$ cat src/hdl/f2h_pkg.sv
// ----------------------------------------------------------------------------
// Single-to-half converter package
// Shared constants for the binary32 to binary16 conversion pipeline.
// ----------------------------------------------------------------------------
package f2h_pkg;
  localparam int unsigned SingleWidth = 32;
  localparam int unsigned HalfWidth   = 16;
  localparam logic [14:0] HalfNanMag  = 15'h7FFF;
  localparam logic [14:0] HalfInfMag  = 15'h7C00;
  localparam logic [7:0]  ExpMax      = 8'd255;
  localparam logic [7:0]  ExpOvf      = 8'd142;
  localparam logic [7:0]  ExpNormLo   = 8'd113;
  localparam logic [7:0]  ExpBias     = 8'd112;
  localparam logic [7:0]  SubShiftRef = 8'd126;

  typedef enum logic [1:0] {
    KIND_FINITE = 2'd0,
    KIND_NAN    = 2'd1,
    KIND_INF    = 2'd2,
    KIND_ZERO   = 2'd3
  } kind_t;
endpackage

$ cat src/hdl/float32_to_float16.sv
// ----------------------------------------------------------------------------
// Single-to-half precision converter
// Converts IEEE 754 binary32 words to binary16, round to nearest, ties away.
// ----------------------------------------------------------------------------
// Usage:
//   The input channel (in_valid, in_stall, single_bits) takes one binary32
//   word per transfer; the output channel (out_valid, out_stall, half_bits)
//   gives one binary16 word per input, in order.
//   There are three register stages. An accepted word moves from the stage 1
//   register to stage 2 and then to stage 3, whose register drives half_bits
//   and out_valid. Throughput is one word per cycle while out_stall is low:
//   a new word may enter every cycle unless in_stall is high.
//   Stage 1 classifies the word and works out the shift, stage 2 aligns the
//   significand, and stage 3 rounds and packs the result.
//   Reset clears all stage valid bits; data registers are not reset.
//   When the receiver stalls, the output register holds. Each stage moves
//   only if the stage after it is empty or moving, so a full, stalled pipe
//   raises in_stall and no word is lost or repeated.
// ----------------------------------------------------------------------------
module float32_to_float16 (
  input  logic                               clk,
  input  logic                               rst,
  input  logic                               in_valid,
  output logic                               in_stall,
  input  logic [f2h_pkg::SingleWidth-1:0]    single_bits,
  output logic                               out_valid,
  input  logic                               out_stall,
  output logic [f2h_pkg::HalfWidth-1:0]      half_bits
);
  import f2h_pkg::*;

  // Stage 1 registers.
  logic        v1;
  logic        s1_sign;
  kind_t       s1_kind;
  logic [23:0] s1_sig;
  logic [6:0]  s1_shift;   // right shift of the significand, 13..125
  logic [4:0]  s1_exp;
  // Stage 2 registers.
  logic        v2;
  logic        s2_sign;
  kind_t       s2_kind;
  logic [9:0]  s2_mag;     // fraction bits after alignment
  logic        s2_rnd;
  logic [4:0]  s2_exp;
  // Stage 3 registers.
  logic        v3;

  logic adv1, adv2, adv3;
  assign adv3     = !v3 || !out_stall;
  assign adv2     = !v2 || adv3;
  assign adv1     = !v1 || adv2;
  assign in_stall = !adv1;
  assign out_valid = v3;

  // Stage 1 decode.
  logic [7:0]  e_in;
  logic [22:0] f_in;
  kind_t       kind_c;
  logic [6:0]  shift_c;
  logic [4:0]  exp_c;
  always_comb begin
    e_in    = single_bits[30:23];
    f_in    = single_bits[22:0];
    shift_c = 7'd13;
    exp_c   = '0;
    if (e_in == ExpMax) begin
      kind_c = (f_in != '0) ? KIND_NAN : KIND_INF;
    end else if (e_in == '0) begin
      kind_c = KIND_ZERO;
    end else if (e_in > ExpOvf) begin
      kind_c = KIND_INF;
    end else begin
      kind_c = KIND_FINITE;
      if (e_in >= ExpNormLo) begin
        exp_c = 5'(e_in - ExpBias);
      end else begin
        shift_c = 7'(SubShiftRef - e_in);
      end
    end
  end

  always_ff @(posedge clk) begin
    if (rst) begin
      v1 <= 1'b0;
    end else if (adv1) begin
      v1 <= in_valid;
    end
    if (adv1) begin
      s1_sign  <= single_bits[31];
      s1_kind  <= kind_c;
      s1_sig   <= {1'b1, f_in};
      s1_shift <= shift_c;
      s1_exp   <= exp_c;
    end
  end

  // Stage 2 alignment: shift by k, keep the last bit shifted out for rounding.
  logic [24:0] ext_c;
  logic [24:0] sh_c;
  always_comb begin
    ext_c = {s1_sig, 1'b0};
    sh_c  = (s1_shift < 7'd25) ? (ext_c >> s1_shift) : '0;
  end

  always_ff @(posedge clk) begin
    if (rst) begin
      v2 <= 1'b0;
    end else if (adv2) begin
      v2 <= v1;
    end
    if (adv2) begin
      s2_sign <= s1_sign;
      s2_kind <= s1_kind;
      s2_mag  <= sh_c[10:1];
      s2_rnd  <= sh_c[0];
      s2_exp  <= s1_exp;
    end
  end

  // Stage 3 rounding and packing; the add lets a carry reach the exponent.
  logic [14:0] mag_c;
  always_comb begin
    unique case (s2_kind)
      KIND_NAN:  mag_c = HalfNanMag;
      KIND_INF:  mag_c = HalfInfMag;
      KIND_ZERO: mag_c = '0;
      default:   mag_c = {s2_exp, s2_mag} + {14'd0, s2_rnd};
    endcase
  end

  always_ff @(posedge clk) begin
    if (rst) begin
      v3 <= 1'b0;
    end else if (adv3) begin
      v3 <= v2;
    end
    if (adv3) begin
      half_bits <= {s2_sign, mag_c};
    end
  end
endmodule
$ cat config.mk
export PLATFORM = sky130hd
export DESIGN_NAME = float32_to_float16
export DESIGN_NICKNAME = d
export VERILOG_FILES = /design/src/hdl/f2h_pkg.sv /design/src/hdl/float32_to_float16.sv
export SDC_FILE = /design/constraint.sdc
export NUM_CORES = 1
export LEC_CHECK = 0
export BUFFER_PORTS_ARGS = -buffer_cell sky130_fd_sc_hd__buf_2
export CORE_AREA = 3 3 87 89
export DETAILED_ROUTE_END_ITERATION = 6
export DIE_AREA = 0 0 90 92
export GPL_TIMING_DRIVEN = 0
export PLACE_DENSITY = 0.88
export RECOVER_POWER = 50
export SLEW_MARGIN = 30
export SYNTH_ARGS = -nofsm -noshare
export SYNTH_HDL_FRONTEND = slang
export SYNTH_SLANG_ARGS = --single-unit
$ cat constraint.sdc
create_clock -name clk -period 4.7 [get_ports clk]
set_input_delay 0.94 -clock clk [delete_from_list [all_inputs] [get_ports clk]]
set_output_delay 0.94 -clock clk [all_outputs]
set_load 0.005 [all_outputs]
Word-level counts from Yosys, hierarchy flattened
Index checks and enable logic that the tools add are counted.

word-level totals
  register bits = 76
  latch bits = 0
  bits in writable memories = 0
  ROM bits = 0
  input port bits = 36
  logic and storage cells = 43
  memories kept = 0

cells by class
  $add $sub $neg = 3
  multipliers = 0
  div/mod/pow operators = 0
  magnitude comparators = 3
  equality and inequality tests = 4
  shift operators = 1
  mux-type cells = 5
  bitwise gates (word level) = 1
  reductions and logical operators = 12

operators with widths
  cell                 count
  $pmux 15 s3          1
  $shr 25x7->11        1
  $reduce_bool 23->1   1
  $add 15x1->15        1
  $eq 8x8->1 const B   1
  $ge 8x7->1 const B   1
  $gt 8x8->1 const B   1
  $logic_not 8->1      1
  $mux 2               4
  $reduce_or 4->1      2
  $lt 7x5->1 const B   1
  $sub 7x7->7 const A  1
  $logic_not 1->1      5
  $sub 5x5->5 const B  1
  $eq 2x2->1 const B   2
  $logic_or 1x1->1     3
  $eq 2x1->1 const B   1
  $not 1->1            1

Logic depth before layout (Yosys ltp)
Gate-level depths: netlist (run 1).

  depth after elaboration = 5
  depth in mapped cells = 7
  gate-level depth less buffers = 6

Least setup slack after synthesis (run 1)
No wires, ideal clock.

  path kind = input -> output
  from = input port out_stall
  to = output port in_stall
  arrival time = 2105 ps
  setup slack = 1655 ps
  cell stages on the path = 3
  buffers on the path = 0
  cells stage by stage = and3_1 > nand2_1 > inv_1

between the ends
  cells in the longest elaborated chain, start to end = 5

RTL lines
  item              RTL line                  text
  from (decl)       float32_to_float16.sv:27  input logic out_stall,
  $logic_not 1->1   float32_to_float16.sv:50  assign adv3 = !v3 || !out_stall;
  $logic_or 1x1->1  float32_to_float16.sv:50
  $logic_or 1x1->1  float32_to_float16.sv:51  assign adv2 = !v2 || adv3;
  $logic_or 1x1->1  float32_to_float16.sv:52  assign adv1 = !v1 || adv2;
  $logic_not 1->1   float32_to_float16.sv:53  assign in_stall = !adv1;
  to (decl)         float32_to_float16.sv:24  output logic in_stall,

Every way passes these cells.

Worst setup path after layout (run 1)
Same ends and word-level chain as after synthesis.

==> results_dict.tcl, run 1 <==
set metrics [dict create \
    tritoncts "yes" \
    grt.total_usage_pct 21.7 \
    clk_latency_ns 0.35 \
    yosysUniqueCellTypes 55 \
    drt_iter0_markers 217 \
    cts_hold_buf 0 \
    fin_crit_sh_pct 65.5 \
    hold_viol_final 0 \
    drc 0 \
    worst_path_max_delay_cell "nand2_2" \
    finalWirelength_um 8550 \
    endpoint "in_stall" \
    multi_input_area_um2 1850 \
    gp_congestion 0.914 \
    dieArea_um2 8280 \
    status "finished, final reports clean" \
    num_rows 30 \
    layout_min_cycle_time_ns 3.08 \
    antenna_cells 0 \
    synth_area_um2 4260 \
    setup_viol 0 \
    grt_pass1_wl_um 14300 \
    syn_avg_cell_area_um2 12.6 \
    synth.area.top_cells "edfxtp_1 (52%), mux4_2 (8.5%), mux2i_1 (4.2%)" \
    post_cts_resized 0 \
    start_util_pct 62.3 \
    path_max_fanout 39 \
    reg2reg_slack_ns 2.59 \
    async_reset_ff_share_pct 0 \
    vias 3053 \
    startpoint "out_stall" \
    slew_headroom_pct 42.5 \
    yosysMostFrequentCell "edfxtp_1" \
    synthTopCellsByCount "edfxtp_1 (73), nand2_1 (20), nor2_1 (20)" \
    grt_pass1_vias 2933 \
    io_pins 54 \
    peakVddDrop_uv 205 \
    drv_slew 0 \
    place_area_um2 4630 \
    required_ns 3.76 \
    antenna_found_initial 0 \
    drive_above_1_share_pct 22.2 \
    ys_seq_area_share_pct 52.9 \
    syn2layout_area_growth_pct 13.3 \
    clk_pin_slew_ns 0.08 \
    max_freq_mhz 325 \
    wire_per_inst_um 17.0 \
    ys_warn_count 0 \
    nFillCells 494 \
    cts_root_buffer "clkbuf_8" \
    cts-buffers-inserted 9 \
    routed_via_density 6.08 \
    finClkSkew_ns 0.0103 \
    register_area_um2 2250 \
    cp-end-kind "output port" \
    synthFlopType "edfxtp_1" \
    fin_tns_setup_ns 0 \
    start_kind "input pin" \
    grt_max_degree 40 \
    synth.ff_latch_count 76 \
    dp_hpwl_um 6400 \
    dr.pass1.iters 5 \
    overflow 0 \
    coreArea_um2 6830 \
    path_cells "clkbuf_1 > and3_1 > nand2_2 > inv_1 > buf_2" \
    postCtsSetupBuffers 0 \
    syn-instance-count 339 \
    cts.sinks 76 \
    leakagePower_uw 0.00184 \
    drv_cap 0 \
    synth_edf_count 73 \
    cp.arrival_ns 2.14 \
    postLayoutCellArea_um2 4820 \
    die_y_um 92 \
    synth_top_area_share_pct 51.5 \
    layout.nets 447 \
    port_buffers 51 \
    ff2ff_path_depth 6 \
    die_w_um 90 \
    pwr_density_cell_nw_per_um2 332 \
    r2r-start "s1_shift[0]" \
    tightest_slew_ns 0.859 \
    critPathKind "in2out" \
    netlist.top_cell.by_area "edfxtp_1" \
    ant_nets 0 \
    hp-class "reg2reg" \
    syn_nets 385 \
    cts-htree-levels 3 \
    cts.path.max_buffers 2 \
    regToRegEndpoint "s2_mag[8]" \
    grt_setup_unrepaired "false" \
    cp_slowest_stage_delay_ns 0.63 \
]
==> layer usage <==
layer | up-vias | GRT usage [%] | routed length [um]
li1 | 1452 | - | -
met2 | 114 | 36.8 | 4430
met1 | 1475 | 27.2 | 3490
met5 | - | 0 | 0
met4 | 0 | 8.42 | 133
met3 | 12 | 5.09 | 494
==> logic make-up after synthesis <==
group                    synth area share, %
AO/OA/AOI/OAI                           10.4
XOR/XNOR                                3.29
adder cells (fa/ha/maj)                 2.94
buffers and inverters                   3.76
flip-flops                              52.9
multiplexers                            13.2
AND/OR/NAND/NOR                         13.4
==> state kept, by name, summed over array words and instances (netlist names) <==
signal     cells
s1_sig        23
half_bits     16
s2_mag        10
s1_shift       7
s1_exp         5
s2_exp         5
s1_kind        2
s2_kind        2
out_valid      1
s1_sign        1
s2_rnd         1
s2_sign        1
v1             1
v2             1
==> worst max-delay path, delay by kind of cell <==
| kind | cells | cell delay, ns |
|---|---|---|
| buffers and inverters | 3 | 0.38 |
| AND/OR/NAND/NOR | 2 | 0.81 |
==> layout make-up <==
type,instances,share of cell area [%]
Sequential cell,76,46.7
Multi-Input combinational cell,232,38.3
Timing Repair Buffer,51,4.91
Clock buffer,9,2.57
Tap cell,96,2.49
Buffer,18,2.31
Clock inverter,7,1.69
Inverter,13,1.01
==> where the power goes <==
part	internal [uW]	total [uW]	switching (uW)
clock	252	503	251
sequential	805	842	36.9
combinational	120	256	136
==> worst min-delay path by stage <==
stage                from             to  slack, ns  cells past startpoint
2_1_floorplan     s2_sign  half_bits[15]       0.40                      0
3_3_place_gp      s1_sign        s2_sign       0.40                      0
3_5_place_dp      s1_sign        s2_sign       0.41                      0
4_1_cts        s1_kind[1]     s2_kind[1]       0.42                      0
5_1_grt         s1_exp[1]      s2_exp[1]       0.42                      0
6_report       s1_kind[1]     s2_kind[1]       0.42                      0
==> per-stage QoR <==
stage / hold slack (ns) / power [uW] / utilization [%] / cells / worst slack, ns
6_report: 0.422 / 1600 / 70.5 / 502 / 1.62
5_1_grt: 0.419 / 1680 / 70.5 / 502 / 1.47
4_1_cts: 0.419 / 1610 / 70.8 / 502 / 1.55
3_5_place_dp: 0.405 / 1110 / 67.8 / 486 / 1.55
3_3_place_gp: 0.403 / 1100 / 67.8 / 486 / 1.15
2_1_floorplan: 0.400 / 1020 / - / 339 / 1.65
==> placed cells by master (no fill, tap or decap), drive strengths merged, types with 3 or more instances in the layout <==
cell type,synthesis,routed
a211oi,4,4
a21oi,16,16
a22oi,3,3
and2,6,6
and3,4,4
buf,12,48
clkbuf,6,30
dfxtp,3,3
edfxtp,73,73
ha,10,10
inv,13,16
mux2i,18,18
mux4,16,16
nand2,20,20
nand2b,6,6
nand3,14,14
nand4,5,5
nor2,20,20
nor2b,3,3
nor3,9,9
nor4,10,10
o2111ai,3,3
o211ai,3,3
o21a,3,3
o21ai,5,5
o221ai,8,8
o22ai,5,5
o311ai,3,3
or2,4,4
xnor2,13,13
xor2,3,3
No activity file was read; power rests on OpenSTA's default activity.
==> run 2: changes to the inputs <==
Settings changed: CORE_AREA 3 3 87 89 to 3 3 94 96, DIE_AREA 0 0 90 92 to 0 0 97 99, PLACE_DENSITY 0.88 to 0.81.
Clock period 4.7 ns to 2.49 ns, I/O delays scaled along.
==> run 2 against run 1 <==
  * Total power up 83%
  * Clock skew about the same
  * Global-route usage decreased by 3.4 points
  * Setup slack worse by 1.4 ns
  * Combinational power rose by 87%
  * Core utilization decreased by 11 points
  * Clock power up 73%
  * Critical path depth is 1 lower
  * Flip-flop and latch count is the same
  * Worst hold slack got worse by 0.11 ns
  * Die area increased by 16%
  * Final cell count is 1.8% higher
  * Critical path type is now reg2out
  * Critical endpoint unchanged
==> results_dict.tcl, run 2 (synthesized netlist as in run 1, its figures left out) <==
set metrics [dict create \
    setup_viol 0 \
    finClkSkew_ns 0.0101 \
    max_freq_mhz 441 \
    wire_per_inst_um 16.5 \
    p_comb_share_pct 16.3 \
    finalWirelength_um 8420 \
    cts_hold_buf 0 \
    p_clk_share_pct 29.6 \
    min_to "s1_sign" \
    ant_nets 0 \
    num_rows 33 \
    vias 2953 \
    drv_slew 0 \
    required_ns 1.99 \
    post-place-ws_ns 0.202 \
    start_util_pct 52.3 \
    routed_via_density 5.78 \
    fin_tns_setup_ns 0 \
    final_cell_mix "edfxtp_1 (73), buf_2 (34), clkbuf_1 (28), nor2_1 (20), nand2_1 (19)" \
    slew_headroom_pct 45.0 \
    grt_max_degree 40 \
    path_max_fanout 39 \
    top_regs "s1_sig: 23 flops, half_bits: 16 flops, s2_mag: 10 flops" \
    largest_reg_flops 23 \
    clk_latency_ns 0.35 \
    cts_root_buffer "clkbuf_8" \
    p_int_uw 2130 \
    coreArea_um2 8130 \
    grt.total_usage_pct 18.3 \
    layout.nets 447 \
    final_common_cell "edfxtp_1" \
    dr.pass1.iters 4 \
    hold_viol_final 0 \
    port_buffers 51 \
    pwr_density_cell_nw_per_um2 611 \
    grt_pass1_wl_um 14100 \
    leakagePower_uw 0.00181 \
    fin_crit_sh_pct 91.1 \
    reg2reg_slack_ns 0.41 \
    drt_iter0_markers 200 \
    ff2ff_path_depth 6 \
    gp_congestion 0.938 \
    start_kind "flop" \
    grt_pass1_vias 2997 \
    cts-buffers-inserted 9 \
    io_pins 54 \
    antenna_found_initial 0 \
    drv_cap 0 \
    overflow 0 \
    die_w_um 97 \
    power_switching_uw 808 \
    p_sw_share_pct 27.5 \
    cp.arrival_ns 1.77 \
    drive_above_1_share_pct 20.4 \
    grt_setup_unrepaired "false" \
    total_power_uw 2930 \
    peakVddDrop_uv 376 \
    dieArea_um2 9600 \
    layout_min_cycle_time_ns 2.27 \
    cp-end-kind "output port" \
    min_from "single_bits[31]" \
    clk_pin_slew_ns 0.09 \
    layout_setup_ws_ns 0.222 \
    drc 0 \
    regToRegEndpoint "s2_mag[3]" \
    post_cts_resized 0 \
    syn2layout_area_growth_pct 12.9 \
    cts.path.max_buffers 2 \
    cts.sinks 76 \
    die_y_um 99 \
    holdPathStages 1 \
    top_register "s1_sig" \
    postCtsSetupBuffers 0 \
    dp_hpwl_um 6380 \
    tightest_slew_ns 0.822 \
    antenna_cells 0 \
    r2r-start "s1_shift[2]" \
    critPathKind "reg2out" \
    hp-class "in2reg" \
    fin_util_pct 59.1 \
    tritoncts "yes" \
    seqPwrFrac_pct 54.1 \
    cts-htree-levels 3 \
    status "finished, final reports clean" \
]
run 2: power groups by stage:
| stage | logic (uW) | registers (uW) | clock network, uW |
|---|---|---|---|
| finish | 479 | 1590 | 868 |
| global route | 528 | 1600 | 955 |
| CTS | 482 | 1590 | 890 |
| detailed placement | 477 | 1620 | 0 |
| global placement | 473 | 1610 | 0 |
| floorplan | 327 | 1600 | 0 |
run 2: worst max-delay path by stage:
stage | end | cells past startpoint | from
6_report | in_stall | 4 | out_valid
4_1_cts | in_stall | 4 | out_valid
2_1_floorplan | in_stall | 3 | out_stall
5_1_grt | in_stall | 4 | out_valid
3_5_place_dp | s1_shift[0] | 7 | single_bits[24]
3_3_place_gp | in_stall | 5 | out_stall
run 2: final cells by class:
cell class / instances / area (um2)
clock inverters: 7 / 62.6
multi-input cells: 232 / 1850
well taps: 105 / 131
plain buffers: 18 / 111
clock buffers: 9 / 124
fillers: 664 / 3330
repair buffers: 51 / 228
flip-flops and latches: 76 / 2250
inverters: 13 / 48.8
run 2: routing by layer:
metal	vias to the layer above	track usage (%)	share of wire [%]
met5	-	0	0
met1	1379	21.5	42
li1	1450	-	-
met2	100	32.2	51
met4	0	9.40	3.1
met3	24	3.40	4.4
run 2: worst max-delay path, stage by stage (launching register included):
cell,delay (ns)
dfxtp_1,0.33
and3_1,0.21
nand2_2,0.61
inv_1,0.12
buf_2,0.16
run 2: metrics by stage:
stage	area (um2)	hold WS, ns	cells
3_5_place_dp	4640	0.405	495
6_report	4800	0.313	511
5_1_grt	4800	0.296	511
2_1_floorplan	4260	0.400	339
4_1_cts	4830	0.299	511
3_3_place_gp	4640	0.405	495
==> run 3: changes to the inputs <==
Settings changed: CORE_AREA 3 3 94 96 to 8 8 99 101, DIE_AREA 0 0 97 99 to 0 0 107 109.
==> run 3 against run 2 <==
  * Routed wire length is 0.18% lower
  * Critical endpoint is now s2_mag[3]
  * Setup slack better by 0.24 ns
  * Flip-flop and latch count stayed put
  * Sequential power hardly changed
==> results_dict.tcl, run 3 (synthesized netlist as in run 1, its figures left out) <==
set metrics [dict create \
    required_ns 2.57 \
    finClkSkew_ns 0.00842 \
    postCtsSetupBuffers 0 \
    port_buffers 51 \
    peakVddDrop_uv 469 \
    drc 0 \
    io_pins 54 \
    post-place-ws_ns 0.199 \
    postLayoutCellArea_um2 4850 \
    antenna_found_initial 0 \
    cp.depth 6 \
    grt_pass1_wl_um 14100 \
    overflow 0 \
    wire_per_inst_um 16.3 \
    top_regs "s1_sig: 23 flops, half_bits: 16 flops, s2_mag: 10 flops" \
    grt_pass1_vias 3058 \
    grt.total_usage_pct 15.2 \
    routed_via_density 5.83 \
    num_rows 34 \
    drv_slew 0 \
    path_cells "buf_2 > inv_2 > buf_1 > o221ai_1 > nand3_1 > o211ai_1" \
    max_freq_mhz 494 \
    cp_slowest_stage_delay_ns 0.45 \
    cp.arrival_ns 2.11 \
    cts.sinks 76 \
    drv_cap 0 \
    status "finished, final reports clean" \
    fin_cells 515 \
    dp_hpwl_um 6700 \
    fin_crit_sh_pct 81.3 \
    cts_root_buffer "clkbuf_8" \
    die_w_um 107 \
    dp_cells 499 \
    slew_headroom_pct 50.7 \
    path_buf_inv 3 \
    fin_util_pct 57.8 \
    holdPathStages 1 \
    gp_congestion 0.930 \
    setup_viol 0 \
    critPathKind "reg2reg" \
    hold_slack_ns 0.315 \
    place_area_um2 4670 \
    drive_above_1_share_pct 24.1 \
    cts-buffers-inserted 9 \
    path_max_fanout 10 \
    final_common_cell "edfxtp_1" \
    final_cell_mix "edfxtp_1 (73), buf_2 (49), nor2_1 (20), nand2_1 (20), mux2i_1 (18)" \
    leakagePower_uw 0.00186 \
    start_kind "flop" \
    layout_setup_ws_ns 0.465 \
    grt_max_degree 33 \
    antenna_cells 0 \
    syn2layout_area_growth_pct 13.9 \
    ff2ff_path_depth 6 \
    post_cts_resized 0 \
    cts-htree-levels 3 \
    hp-class "in2reg" \
    top_register "s1_sig" \
    start_util_pct 50.8 \
    cpLargestDelayFamily "buffers and inverters" \
    dr.pass1.iters 4 \
    grt_setup_unrepaired "false" \
    largest_reg_flops 23 \
    drt_iter0_markers 178 \
    worst_path_max_delay_cell "buf_1" \
    pwr_density_cell_nw_per_um2 620 \
    dieArea_um2 11700 \
    layout_min_cycle_time_ns 2.03 \
    clk_latency_ns 0.35 \
    vias 3001 \
    hold_viol_final 0 \
    ant_nets 0 \
    die_y_um 109 \
    cts.path.max_buffers 2 \
    layout.nets 448 \
    finalWirelength_um 8410 \
    cts_hold_buf 0 \
    tritoncts "yes" \
    tightest_slew_ns 0.739 \
    cp-end-kind "flop" \
    coreArea_um2 8380 \
    clk_pin_slew_ns 0.08 \
]
==> run 3: cell types whose count changed in the layout (fill, tap and decap cells not counted), sizes merged <==
cell    previous run  this run
clkinv             1         2
bufinv             0         1
buf               41        57
inv               18        16
clkbuf            37        22
==> run 3: cell type report <==
type,instances,area (um2)
Fill cell,691,3530
Clock inverter,7,81.3
Buffer,18,111
Multi-Input combinational cell,232,1840
Sequential cell,76,2250
Inverter,13,48.8
Timing Repair Buffer,52,251
Clock buffer,9,124
Tap cell,108,135
==> run 3: routing by layer <==
layer	part of all wire [%]	vias to the layer above	wire length, um	global-route usage [%]
met2	51	89	4270	27.0
li1	-	1459	-	-
met5	0	-	0	0
met3	5.8	17	484	3.55
met4	2.4	0	206	7.84
met1	41	1436	3450	16.8
==> run 3: worst paths after layout <==
kind / startpoint / to / slack, ns
setup / recovery: s1_shift[2] / s2_mag[3] / 0.46
hold / removal: single_bits[31] / s1_sign / 0.31
setup reg to reg: s1_shift[2] / s2_mag[3] / 0.46
hold reg to reg: s1_exp[2] / s2_exp[2] / 0.41
==> run 3: per-stage QoR <==
| step | power (uW) | setup TNS [ns] |
|---|---|---|
| 2_1_floorplan | 1930 | 0 |
| 3_3_place_gp | 2090 | -0.194 |
| 3_5_place_dp | 2100 | 0 |
| 4_1_cts | 3040 | 0 |
| 5_1_grt | 3130 | 0 |
| 6_report | 3010 | 0 |
==> run 3: power breakdown <==
part	total (uW)	internal (uW)	switching, uW	leakage, uW
sequential	1590	1520	67.0	0.000836
combinational	483	228	255	0.000926
clock	938	476	463	0.000101
